**config.mk**
```make
export PLATFORM = sky130hd
export DESIGN_NAME = adaptive_jitter_buffer_control
export DESIGN_NICKNAME = d
export VERILOG_FILES = /design/src/ajbc_pkg.sv /design/src/ajbc_csr.sv /design/src/ajbc_core.sv /design/src/adaptive_jitter_buffer_control.sv
export SDC_FILE = /design/constraint.sdc
export NUM_CORES = 1
export LEC_CHECK = 0
export BUFFER_PORTS_ARGS = -buffer_cell sky130_fd_sc_hd__buf_2
export CAP_MARGIN = 20
export CORE_MARGIN = 3
export CORE_UTILIZATION = 40
export DETAILED_ROUTE_END_ITERATION = 7
export HOLD_SLACK_MARGIN = 0.15
export PLACE_DENSITY = 0.62
export SYNTH_ARGS = -nofsm -noshare
export SYNTH_HDL_FRONTEND = slang
export SYNTH_SLANG_ARGS = --single-unit
export TNS_END_PERCENT = 100
```
**constraint.sdc**
```tcl
create_clock -name clock -period 8.4 [get_ports clock]
set_input_delay 1.68 -clock clock [delete_from_list [all_inputs] [get_ports clock]]
set_output_delay 1.68 -clock clock [all_outputs]
set_load 0.01 [all_outputs]
```
**src/ajbc_pkg.sv**
```systemverilog
// ----------------------------------------------------------------------------
// ajbc_pkg: shared types and constants of the jitter buffer playout controller
// Holds the register map, the reset values, the playout action codes and the
// structs that pass configuration and results between the modules.
// ----------------------------------------------------------------------------
package ajbc_pkg;

   // Queue capacity in frames (legal range 8 to 255).
   localparam int QueueCapDefault = 31;

   // Configuration port geometry.
   localparam int CsrIndexW = 3;
   localparam int CsrDataW  = 16;

   // Stream payload widths, padded to whole bytes.
   localparam int ReqDataW = 40;
   localparam int RspDataW = 24;

   // Register reset values.
   localparam logic [3:0]  PrebufMinReset     = 4'd3;
   localparam logic [3:0]  PrebufMaxReset     = 4'd8;
   localparam logic [3:0]  ConcealMaxRunReset = 4'd5;
   localparam logic [15:0] CalmMsReset        = 16'd5000;
   localparam logic [15:0] StaleMsReset       = 16'd700;
   localparam logic [3:0]  TrimAboveReset     = 4'd9;
   localparam logic [3:0]  TrimKeepReset      = 4'd3;
   localparam logic [3:0]  LockAfterReset     = 4'd3;

   // Saturation point of the decrypt failure counter.
   localparam logic [3:0] FailCountMax = 4'd15;

   // Step by which one concealment run raises the prebuffer target.
   localparam logic [4:0] PrebufRaise = 5'd2;

   // Largest value the 5-bit count outputs can show.
   localparam int LevelOutMax = 31;

   typedef enum logic [CsrIndexW-1:0] {
      CSR_PREBUF_MIN      = 3'd0,
      CSR_PREBUF_MAX      = 3'd1,
      CSR_CONCEAL_MAX_RUN = 3'd2,
      CSR_CALM_MS         = 3'd3,
      CSR_STALE_MS        = 3'd4,
      CSR_TRIM_ABOVE      = 3'd5,
      CSR_TRIM_KEEP       = 3'd6,
      CSR_LOCK_AFTER      = 3'd7
   } csr_index_type;

   typedef enum logic [1:0] {
      ACT_SILENT  = 2'd0,
      ACT_PLAY    = 2'd1,
      ACT_CONCEAL = 2'd2,
      ACT_STOP    = 2'd3
   } action_type;

   // Item kinds carried in the request tuser bit.
   localparam logic ModeArrival = 1'b0;

   typedef struct packed {
      logic [3:0]  prebuf_min;
      logic [3:0]  prebuf_max;
      logic [3:0]  conceal_max_run;
      logic [15:0] calm_ms;
      logic [15:0] stale_ms;
      logic [3:0]  trim_above;
      logic [3:0]  trim_keep;
      logic [3:0]  lock_after;
   } cfg_type;

   typedef struct packed {
      action_type  play_action;
      logic        accept_frame;
      logic [4:0]  drop_count;
      logic        is_locked;
      logic        lock_changed;
      logic [4:0]  queue_level;
      logic [3:0]  prebuf_level;
      logic        is_playing;
   } result_type;

endpackage

```
**src/ajbc_csr.sv**
```systemverilog
// ----------------------------------------------------------------------------
// ajbc_csr: configuration registers
// Eight write-only registers, loaded from the plain write port and presented
// to the core as one struct.
// ----------------------------------------------------------------------------
module ajbc_csr (
   input  logic                            clock,
   input  logic                            reset,
   input  logic                            csr_wr_en,
   input  logic [ajbc_pkg::CsrIndexW-1:0]  csr_index,
   input  logic [ajbc_pkg::CsrDataW-1:0]   csr_wdata,
   output ajbc_pkg::cfg_type               cfg
);

   ajbc_pkg::cfg_type cfg_ff;
   ajbc_pkg::cfg_type cfg_in;

   always_comb begin
      cfg_in = cfg_ff;
      if (csr_wr_en) begin
         unique case (ajbc_pkg::csr_index_type'(csr_index))
            ajbc_pkg::CSR_PREBUF_MIN:      cfg_in.prebuf_min      = csr_wdata[3:0];
            ajbc_pkg::CSR_PREBUF_MAX:      cfg_in.prebuf_max      = csr_wdata[3:0];
            ajbc_pkg::CSR_CONCEAL_MAX_RUN: cfg_in.conceal_max_run = csr_wdata[3:0];
            ajbc_pkg::CSR_CALM_MS:         cfg_in.calm_ms         = csr_wdata[15:0];
            ajbc_pkg::CSR_STALE_MS:        cfg_in.stale_ms        = csr_wdata[15:0];
            ajbc_pkg::CSR_TRIM_ABOVE:      cfg_in.trim_above      = csr_wdata[3:0];
            ajbc_pkg::CSR_TRIM_KEEP:       cfg_in.trim_keep       = csr_wdata[3:0];
            ajbc_pkg::CSR_LOCK_AFTER:      cfg_in.lock_after      = csr_wdata[3:0];
            default:                       cfg_in = cfg_ff;
         endcase
      end
   end

   always_ff @(posedge clock) begin
      if (reset) begin
         cfg_ff.prebuf_min      <= ajbc_pkg::PrebufMinReset;
         cfg_ff.prebuf_max      <= ajbc_pkg::PrebufMaxReset;
         cfg_ff.conceal_max_run <= ajbc_pkg::ConcealMaxRunReset;
         cfg_ff.calm_ms         <= ajbc_pkg::CalmMsReset;
         cfg_ff.stale_ms        <= ajbc_pkg::StaleMsReset;
         cfg_ff.trim_above      <= ajbc_pkg::TrimAboveReset;
         cfg_ff.trim_keep       <= ajbc_pkg::TrimKeepReset;
         cfg_ff.lock_after      <= ajbc_pkg::LockAfterReset;
      end else begin
         cfg_ff <= cfg_in;
      end
   end

   assign cfg = cfg_ff;

endmodule

```
**src/ajbc_core.sv**
```systemverilog
// ----------------------------------------------------------------------------
// ajbc_core: playout state and single-pass update
// Holds the queue count, prebuffer target, lock and timing state, and works
// out the next state and the result of one item combinationally.
// ----------------------------------------------------------------------------
module ajbc_core #(
   parameter int QUEUE_CAP = ajbc_pkg::QueueCapDefault
) (
   input  logic                   clock,
   input  logic                   reset,
   input  logic                   step,
   input  logic                   mode,
   input  logic [31:0]            now_ms,
   input  logic                   open_failed,
   input  logic                   decode_bad,
   input  ajbc_pkg::cfg_type      cfg,
   output ajbc_pkg::result_type   result
);

   localparam int QW = $clog2(QUEUE_CAP + 1);
   // Working width for counts and sums: holds QUEUE_CAP + 1 and target + 15.
   localparam int CW = QW + 2;
   localparam logic [CW-1:0] CapW   = CW'(QUEUE_CAP);
   localparam logic [CW-1:0] OutMax = CW'(ajbc_pkg::LevelOutMax);

   logic [QW-1:0] queued_ff,   queued_in;
   logic [3:0]    target_ff,   target_in;
   logic          playing_ff,  playing_in;
   logic [3:0]    run_ff,      run_in;
   logic [31:0]   calm_ff,     calm_in;
   logic [31:0]   arrival_ff,  arrival_in;
   logic          dec_ready_ff, dec_ready_in;
   logic [3:0]    fail_ff,     fail_in;
   logic          locked_ff,   locked_in;

   ajbc_pkg::action_type action;
   logic                 accept;
   logic [CW-1:0]        drop;
   logic [CW-1:0]        count;
   logic [CW-1:0]        trim_limit;
   logic [CW-1:0]        keep;
   logic [CW-1:0]        kept;
   logic [CW-1:0]        queue_ext;
   logic [4:0]           raised;
   logic                 go;

   always_comb begin
      queued_in    = queued_ff;
      target_in    = target_ff;
      playing_in   = playing_ff;
      run_in       = run_ff;
      calm_in      = calm_ff;
      arrival_in   = arrival_ff;
      dec_ready_in = dec_ready_ff;
      fail_in      = fail_ff;
      locked_in    = locked_ff;
      action       = ajbc_pkg::ACT_SILENT;
      accept       = 1'b0;
      drop         = '0;
      go           = 1'b1;
      count        = CW'(queued_ff) + CW'(1);
      trim_limit   = CW'(target_ff) + CW'(cfg.trim_above);
      keep         = CW'(target_ff) + CW'(cfg.trim_keep);
      kept         = count;
      raised       = 5'(target_ff) + ajbc_pkg::PrebufRaise;

      if (mode == ajbc_pkg::ModeArrival) begin
         if (open_failed) begin
            if (fail_ff != ajbc_pkg::FailCountMax) begin
               fail_in = fail_ff + 4'd1;
            end
            if (fail_in >= cfg.lock_after) begin
               locked_in = 1'b1;
            end
         end else begin
            fail_in      = '0;
            locked_in    = 1'b0;
            dec_ready_in = 1'b1;
            if (!decode_bad) begin
               accept     = 1'b1;
               arrival_in = now_ms;
               if (count > trim_limit && keep < count) begin
                  drop = count - keep;
               end
               kept = count - drop;
               // A full queue sheds extra head frames down to the capacity.
               if (kept > CapW) begin
                  drop = count - CapW;
                  kept = CapW;
               end
               queued_in = QW'(kept);
            end
         end
      end else begin
         if (!playing_ff) begin
            if (CW'(queued_ff) >= CW'(target_ff)) begin
               playing_in = 1'b1;
               run_in     = '0;
               calm_in    = now_ms;
            end else begin
               go = 1'b0;
            end
         end
         if (go) begin
            if (queued_ff != '0) begin
               queued_in = queued_ff - QW'(1);
               run_in    = '0;
               action    = ajbc_pkg::ACT_PLAY;
               if (target_ff > cfg.prebuf_min &&
                   (now_ms - calm_in) > 32'(cfg.calm_ms)) begin
                  target_in = target_ff - 4'd1;
                  calm_in   = now_ms;
               end
            end else if (!dec_ready_ff || run_in >= cfg.conceal_max_run ||
                         (now_ms - arrival_ff) > 32'(cfg.stale_ms)) begin
               playing_in = 1'b0;
               action     = ajbc_pkg::ACT_STOP;
            end else begin
               // Only the first gap of a run widens the prebuffer.
               if (run_in == 4'd0) begin
                  target_in = (raised < 5'(cfg.prebuf_max)) ? raised[3:0]
                                                            : cfg.prebuf_max;
                  calm_in   = now_ms;
               end
               run_in = run_in + 4'd1;
               action = ajbc_pkg::ACT_CONCEAL;
            end
         end
      end
   end

   always_ff @(posedge clock) begin
      if (reset) begin
         queued_ff    <= '0;
         target_ff    <= ajbc_pkg::PrebufMinReset;
         playing_ff   <= 1'b0;
         run_ff       <= '0;
         calm_ff      <= '0;
         arrival_ff   <= '0;
         dec_ready_ff <= 1'b0;
         fail_ff      <= '0;
         locked_ff    <= 1'b0;
      end else if (step) begin
         queued_ff    <= queued_in;
         target_ff    <= target_in;
         playing_ff   <= playing_in;
         run_ff       <= run_in;
         calm_ff      <= calm_in;
         arrival_ff   <= arrival_in;
         dec_ready_ff <= dec_ready_in;
         fail_ff      <= fail_in;
         locked_ff    <= locked_in;
      end
   end

   assign queue_ext = CW'(queued_in);

   always_comb begin
      result.play_action  = action;
      result.accept_frame = accept;
      result.drop_count   = (drop > OutMax) ? 5'(ajbc_pkg::LevelOutMax) : drop[4:0];
      result.is_locked    = locked_in;
      result.lock_changed = (mode == ajbc_pkg::ModeArrival) && (locked_in != locked_ff);
      result.queue_level  = (queue_ext > OutMax) ? 5'(ajbc_pkg::LevelOutMax)
                                                 : queue_ext[4:0];
      result.prebuf_level = target_in;
      result.is_playing   = playing_in;
   end

endmodule

```
**src/adaptive_jitter_buffer_control.sv**
```systemverilog
// ----------------------------------------------------------------------------
// adaptive_jitter_buffer_control: jitter buffer playout controller
// Counts queued frames of one audio stream, tracks decrypt lock, trims the
// queue on arrival and picks silence, play, conceal or stop per playout tick.
//
//   Channel   Direction  Handshake              Payload
//   req_      in         req_tvalid/req_tready  tuser mode, tdata fields
//   rsp_      out        rsp_tvalid/rsp_tready  tdata result fields
//   csr_      in         csr_wr_en              csr_index, csr_wdata
//
// Each item is held in the input register and is resolved into the result
// register once that is free or rsp_tready is high, so one item is taken
// every cycle while results drain. The input register refills while a
// result waits, so throughput drops only when rsp_tready is held low. Reset
// is synchronous and needs no clearing time.
// ----------------------------------------------------------------------------
module adaptive_jitter_buffer_control #(
   parameter int QUEUE_CAP = ajbc_pkg::QueueCapDefault
) (
   input  logic                            clock,
   input  logic                            reset,
   // Input items
   input  logic                            req_tvalid,
   output logic                            req_tready,
   // tdata: now_ms[31:0], open_failed[32], decode_bad[33], zero[39:34]
   input  logic [ajbc_pkg::ReqDataW-1:0]   req_tdata,
   // tuser: mode[0] (0 arrival, 1 playout tick)
   input  logic                            req_tuser,
   // Result items
   output logic                            rsp_tvalid,
   input  logic                            rsp_tready,
   // tdata: play_action[1:0], accept_frame[2], drop_count[7:3], is_locked[8],
   //        lock_changed[9], queue_level[14:10], prebuf_level[18:15],
   //        is_playing[19], zero[23:20]
   output logic [ajbc_pkg::RspDataW-1:0]   rsp_tdata,
   // Configuration writes
   input  logic                            csr_wr_en,
   input  logic [ajbc_pkg::CsrIndexW-1:0]  csr_index,
   input  logic [ajbc_pkg::CsrDataW-1:0]   csr_wdata
);

   ajbc_pkg::cfg_type    cfg;
   ajbc_pkg::result_type result;

   logic        st_valid_ff, st_valid_in;
   logic        st_mode_ff;
   logic [31:0] st_now_ff;
   logic        st_open_ff;
   logic        st_bad_ff;
   logic        out_valid_ff, out_valid_in;
   logic [ajbc_pkg::RspDataW-1:0] out_data_ff;
   logic        advance;
   logic        req_take;

   assign advance    = st_valid_ff && (!out_valid_ff || rsp_tready);
   assign req_tready = !st_valid_ff || advance;
   assign req_take   = req_tvalid && req_tready;

   always_comb begin
      st_valid_in = st_valid_ff;
      if (req_take) begin
         st_valid_in = 1'b1;
      end else if (advance) begin
         st_valid_in = 1'b0;
      end
      out_valid_in = out_valid_ff;
      if (advance) begin
         out_valid_in = 1'b1;
      end else if (rsp_tready) begin
         out_valid_in = 1'b0;
      end
   end

   always_ff @(posedge clock) begin
      if (reset) begin
         st_valid_ff  <= 1'b0;
         out_valid_ff <= 1'b0;
      end else begin
         st_valid_ff  <= st_valid_in;
         out_valid_ff <= out_valid_in;
      end
   end

   always_ff @(posedge clock) begin
      if (req_take) begin
         st_mode_ff <= req_tuser;
         st_now_ff  <= req_tdata[31:0];
         st_open_ff <= req_tdata[32];
         st_bad_ff  <= req_tdata[33];
      end
      if (advance) begin
         out_data_ff <= {4'b0000, result.is_playing, result.prebuf_level,
                         result.queue_level, result.lock_changed, result.is_locked,
                         result.drop_count, result.accept_frame, result.play_action};
      end
   end

   ajbc_csr u_csr (
      .clock     (clock),
      .reset     (reset),
      .csr_wr_en (csr_wr_en),
      .csr_index (csr_index),
      .csr_wdata (csr_wdata),
      .cfg       (cfg)
   );

   ajbc_core #(
      .QUEUE_CAP (QUEUE_CAP)
   ) u_core (
      .clock       (clock),
      .reset       (reset),
      .step        (advance),
      .mode        (st_mode_ff),
      .now_ms      (st_now_ff),
      .open_failed (st_open_ff),
      .decode_bad  (st_bad_ff),
      .cfg         (cfg),
      .result      (result)
   );

   assign rsp_tvalid = out_valid_ff;
   assign rsp_tdata  = out_data_ff;

endmodule
```
== After elaboration in Yosys (flattened, before gate mapping) ==
Cells that the tools add are included.
W data, S select, Z words.

* Bits in writable memories: 0
* Bits in latches: 0
* Bits in registers: 197
* Bits in read-only memories: 0
* Memories kept: 0
* Logic and storage cells: 155
* Output and inout port bits: 26

* Bitwise gates (word level): 4
* Add/sub/neg operators: 13
* Mux-type cells: 56
* Shifts and indexed selects: 0
* Div/mod/pow operators: 0
* Equality and inequality tests: 9
* Magnitude comparators: 12
* Reductions and logical operators: 32
* Multiply operators: 0

{| class="wikitable"
|+ Operators with widths
! cell !! count
|-
| $mux W32 || 8
|-
| $mux W4 || 17
|-
| $gt A32 B16 Y1 || 2
|-
| $sub A32 B32 Y32 || 2
|-
| $mux W7 || 8
|-
| $mux W5 || 6
|-
| $reduce_and A2 Y1 || 11
|-
| $mux W1 || 17
|-
| $gt A7 B5 Y1 const B || 2
|-
| $eq A3 B3 Y1 const B || 4
|-
| $add A4 B4 Y5 || 2
|-
| $add A4 B1 Y4 const B || 2
|-
| $ge A4 B4 Y1 || 2
|-
| $gt A7 B7 Y1 || 1
|-
| $lt A7 B7 Y1 || 1
|-
| $sub A6 B7 Y7 || 1
|-
| $sub A7 B5 Y7 const B || 1
|-
| $sub A7 B7 Y7 || 1
|-
| $add A5 B1 Y6 const B || 1
|-
| $eq A3 B2 Y1 const B || 2
|-
| $add A4 B2 Y5 const B || 1
|-
| $ge A5 B4 Y1 || 1
|-
| $gt A5 B5 Y1 const B || 1
|-
| $logic_and A1 B1 Y1 || 5
|-
| other kinds (18) || 27
|}

== Longest topological paths before layout ==
* Depth after elaboration: 14
* Depth in mapped cells: 35
* Gate-level depth less buffers: 30

== Cells and area by module ==
Synthesis repeated with hierarchy kept, for this count alone.

* Cell total of the unflattened synthesis: 2018
* Area, all modules: 16383.2 um^2

{| class="wikitable"
|+ Modules (own cells, without submodules)
! module !! cells each !! times used !! area each (um^2) !! seq. area each (um^2)
|-
| ajbc_core || 1727 || 1 || 12296.8 || 1681.6
|-
| ajbc_csr || 221 || 1 || 2297.2 || 1121.1
|-
| adaptive_jitter_buffer_control || 70 || 1 || 1789.2 || 1691.6
|}

== Worst setup path after synthesis ==
No wires, ideal clock.

* Kind: register to register
* Start point: reg u_core.target_ff[3]
* End point: reg u_core.target_ff[1]
* Slack: 1439 ps
* Data arrival time: 6841 ps
* Setup time: 120 ps
* Data required time: 8280 ps
* Stages on the path, launching flop included: 35
* Cells stage by stage: dfxtp_1 -> clkbuf_1 -> inv_1 -> ha_1 -> nor4_2 -> o21ai_1 -> nand3_1 -> buf_2 -> buf_1 -> nand2_1 -> o21ai_0 -> ha_1 -> inv_1 -> ha_1 -> clkbuf_1 -> o31a_1 -> o21a_1 -> nor2_1 -> nor2b_1 -> o31ai_1 -> xor2_1 -> o21ai_0 -> ha_1 -> a21o_1 -> a21o_1 -> a221o_1 -> a21oi_1 -> a21o_1 -> and4_1 -> o2111ai_1 -> or4_4 -> o31ai_4 -> nor4_1 -> a211o_1 -> o31a_1

{| class="wikitable"
|+ RTL lines
! element !! line !! text
|-
| from (decl) || ajbc_core.sv:27 || <nowiki>logic [3:0] target_ff, target_in;</nowiki>
|-
| from (signal assigned) || ajbc_core.sv:135 || <nowiki>target_ff <= ajbc_pkg::PrebufMinReset;</nowiki>
|-
| from (signal assigned) || ajbc_core.sv:145 || <nowiki>target_ff <= target_in;</nowiki>
|}

== Final worst setup path ==
* Start point: reg u_core.target_ff[1]
* End point: reg u_core.calm_ff[25]

* Longest elaborated chain between the ends: 10

{| class="wikitable"
|+ RTL lines
! element !! line !! text
|-
| $ge A5 B4 Y1 || ajbc_core.sv:96 || <nowiki>if (CW'(queued_ff) >= CW'(target_ff)) begin</nowiki>
|-
| $mux W32 / $mux W4 (equally long branches) || ajbc_core.sv:96 ||
|-
| $mux W32 / $mux W4 (equally long branches) || ajbc_core.sv:95 || <nowiki>if (!playing_ff) begin</nowiki>
|-
| $mux W32 / $mux W4 (equally long branches) || ajbc_core.sv:67 || <nowiki>if (mode == ajbc_pkg::ModeArrival) begin</nowiki>
|-
| $sub A32 B32 Y32 / $ge A4 B4 Y1 (equally long branches) || ajbc_core.sv:110, ajbc_core.sv:114 ||
|-
| $gt A32 B16 Y1 / $logic_or A1 B1 Y1 (equally long branches) || ajbc_core.sv:110, ajbc_core.sv:114 ||
|-
| $logic_and A1 B1 Y1 / $logic_or A1 B1 Y1 (equally long branches) || ajbc_core.sv:109, ajbc_core.sv:114 ||
|-
| $mux W32, on equally long branches || ajbc_core.sv:109, ajbc_core.sv:114 ||
|-
| $mux W32 || ajbc_core.sv:105 || <nowiki>if (queued_ff != '0) begin</nowiki>
|-
| $mux W32 * || ajbc_core.sv:104 || <nowiki>if (go) begin</nowiki>
|-
| to (signal assigned) || ajbc_core.sv:148 || <nowiki>calm_ff <= calm_in;</nowiki>
|-
| to (decl) || ajbc_core.sv:30 || <nowiki>logic [31:0] calm_ff, calm_in;</nowiki>
|}

Every way passes the cells marked *; elsewhere a longest branch is shown, timed or not. The select of a mux whose other input is x is not followed.
A chain may end at the register's enable or synchronous reset.

==> results.yml <==
clock_network:
  clk_pin_slew_ns: 0.08
  ctsRootBufferMaster: "clkbuf_16"
  cts_hold_buf: 0
  clk-insertion-delay-late_ns: 0.46
  cts.repair.resized: 0
  clockBufferDepth: 2
  htreeDepth: 4
  cts.sinks: 197
  post_cts_buffers: 0
  numCtsBuffers: 17
  cts_tree: "yes"
drt:
  drt_iter0_markers: 1014
  vias: 13500
  wl_per_cell_um: 17.7
  route.detailed.drc: 0
  ant_nets: 0
  vias_per_cell: 5.75
  dr.pass1.iters: 5
  routed_wl_mm: 41.8
timing:
  period_needed_ns: 7.92
  drv_slew: 0
  hold_viol_final: 0
  finalCritPeriodShare_pct: 94.2
  max_freq_mhz: 126
  fin_tns_setup_ns: 0
  slew_headroom_pct: 36.0
  grt_setup_unrepaired: "no"
  tightest_slew_ns: 0.936
  clock_skew_ns: 0.0140
  setup_viol: 0
  whs_ns: 0.455
critical_path:
  critPathCaptureType: "flip-flop"
  slowest_stage: "dfxtp_1"
  cpMostUsedCell: "ha_1"
  crit_path_start_kind: "flip-flop"
  cp.arrival_ns: 8.32
  cp_max_fo: 21
  crit_type: "reg2reg"
  required_ns: 8.80
  cp_slowest_stage_delay_ns: 0.62
cells_and_area:
  drive_above_1_share_pct: 9.01
  insertedDiodeCount: 0
  area_delta_synth_final_pct: 8.89
  final_nets: 2081
place:
  io_buffers: 80
  dp.final_hpwl_mm: 32.1
  place_congestion: 0.936
floorplanning:
  rows: 70
  die_x_um: 199
  die_h_um: 199
  core_mm2: 0.0367
  initial_core_util_pct: 40.7
  io_pins: 91
  die-area_mm2: 0.0397
global_routing:
  grt.overflow.total: 0
  grt_pass1_vias: 12800
  grt_pass1_wl_mm: 66.8
  grt_usage_pct: 21.0
  grt_max_degree: 52
  antenna_found_initial: 0
power:
  p_leak_nw: 6.26
  powerDensity_mw_per_mm2: 146
  peakVddDrop_v: 0.000192
yosys:
  ys.flop_type: "dfxtp_1"
  syn_avg_cell_area_um2: 8.09
  ys_ff_latch: 197
  ys_seq_area_share_pct: 30.1
  ys_warn_count: 0
  syn_inst: 1845
  synthDistinctLibCells: 99
  synth_edf_count: 55
  synth_area_mm2: 0.0149
  synth_async_sr_flop_share_pct: 0
flow_run:
  cap_violations: 0
status:
  status: "complete, no violations"
worst_hold_path:
  hp-class: "reg2reg"
==> cell usage after synthesis, drive strengths merged (6+ instances only) <==
| cell | count | area share, % |
|---|---|---|
| a211oi | 21 | 1.1 |
| a21o | 42 | 2.1 |
| a21oi | 169 | 5.7 |
| a221oi | 6 | 0.39 |
| a22o | 21 | 1.2 |
| a311oi | 6 | 0.35 |
| a31o | 6 | 0.35 |
| a31oi | 21 | 0.92 |
| a41oi | 8 | 0.52 |
| and2 | 14 | 0.59 |
| and3 | 16 | 0.67 |
| and4 | 16 | 0.94 |
| buf | 22 | 0.91 |
| clkbuf | 69 | 1.7 |
| dfxtp | 142 | 19 |
| edfxtp | 55 | 11 |
| ha | 137 | 11 |
| inv | 121 | 3.0 |
| mux2i | 44 | 2.9 |
| nand2 | 222 | 5.6 |
| nand2b | 35 | 1.5 |
| nand3 | 70 | 2.3 |
| nand4 | 19 | 0.80 |
| nand4b | 6 | 0.35 |
| nor2 | 127 | 3.2 |
| nor2b | 27 | 1.1 |
| nor3 | 32 | 1.1 |
| nor3b | 8 | 0.40 |
| nor4 | 14 | 0.63 |
| o2111ai | 7 | 0.41 |
| o211ai | 36 | 1.8 |
| o21a | 19 | 0.96 |
| o21ai | 100 | 3.4 |
| o311ai | 9 | 0.53 |
| o31ai | 9 | 0.54 |
| or2 | 6 | 0.25 |
| or3 | 13 | 0.54 |
| or4 | 6 | 0.33 |
| xnor2 | 37 | 2.3 |
| xor2 | 26 | 1.5 |
==> metal layers <==
metal	vias to the layer above	routed length, um	part of all wire (%)	track usage [%]
met5	-	0	0	0
met4	0	999	2.4	6.30
met3	54	1600	3.8	2.58
met2	300	19700	47	35.7
met1	6413	19500	47	28.1
li1	6774	-	-	-
==> power by group <==
group	internal [mW]	switching, mW
Clock	0.397	0.422
Sequential	1.00	0.0289
Combinational	0.200	0.331
==> cell families (layout without fill, tap and decap cells) <==
family | after synthesis | in the layout | synth area share [%]
AND/OR/NAND/NOR | 644 | 644 | 21.2
XOR/XNOR | 63 | 63 | 3.85
buffers and inverters | 213 | 252 | 5.71
adder cells (fa/ha/maj) | 143 | 143 | 12.2
other | 1 | 4 | 0.0251
flip-flops | 197 | 197 | 30.1
AO/OA/AOI/OAI | 538 | 538 | 23.8
multiplexers | 46 | 46 | 3.10
==> area by class of cell <==
cell class | instances | area (um^2)
timing repair buffer | 98 | 538
tap | 468 | 586
clock inverter | 13 | 135
multi-input combinational | 1438 | 9620
inverter | 122 | 458
sequential | 197 | 4490
fill | 3624 | 20400
clock buffer | 19 | 433
==> registers in the layout, summed over array words and instances (netlist names), 4 cells and up <==
signal             count
u_csr.cfg             56
st_now_ff             32
u_core.arrival_ff     32
u_core.calm_ff        32
rsp_tdata             20
u_core.queued_ff       5
u_core.fail_ff         4
u_core.run_ff          4
u_core.target_ff       4
==> worst max-delay path: cells and delay by family, from the launching register on <==
family / cells / cell delay [ns]
simple gates: 5 / 1.22
buf+inv: 5 / 0.92
xor+xnor: 1 / 0.24
flops: 1 / 0.62
compound gates: 16 / 3.75
fa+ha+maj: 4 / 1.06
==> path summary, 6_finish.rpt <==
path | start | to | slack [ns] | cells after the start
setup / recovery | u_core.target_ff[1]$_SDFFE_PP1P_ | u_core.calm_ff[25]$_SDFFE_PP0P_ | 0.48 | 31
hold / removal | u_core.arrival_ff[20]$_SDFFE_PP0P_ | u_core.arrival_ff[20]$_SDFFE_PP0P_ | 0.46 | 2
setup reg to reg | u_core.target_ff[1]$_SDFFE_PP1P_ | u_core.calm_ff[25]$_SDFFE_PP0P_ | 0.48 | 31
hold reg to reg | u_core.arrival_ff[20]$_SDFFE_PP0P_ | u_core.arrival_ff[20]$_SDFFE_PP0P_ | 0.46 | 2
==> layout by cell type, fill, tap and decap left out, types with 27 or more instances in the layout <==
| master | count |
|---|---|
| nand3_1 | 70 |
| o211ai_1 | 36 |
| o21ai_0 | 98 |
| a21oi_1 | 166 |
| buf_2 | 79 |
| nor3_1 | 30 |
| nand2b_1 | 35 |
| ha_1 | 137 |
| inv_1 | 121 |
| edfxtp_1 | 55 |
| dfxtp_1 | 142 |
| a21o_1 | 42 |
| nor2b_1 | 27 |
| nor2_1 | 126 |
| xnor2_1 | 34 |
| mux2i_1 | 44 |
| nand2_1 | 221 |
==> through the flow <==
step	area (um^2)	util (%)	worst slack, ns	instances	power (mW)
floorplan	14900	-	1.44	1848	1.42
global placement	15700	42.7	0.652	2322	1.57
detailed placement	15700	42.7	0.514	2323	1.58
CTS	16300	44.3	0.458	2355	2.40
global route	16300	44.3	0.0153	2355	2.50
finish	16300	44.3	0.483	2355	2.38
(Power assumes the default switching activity.)
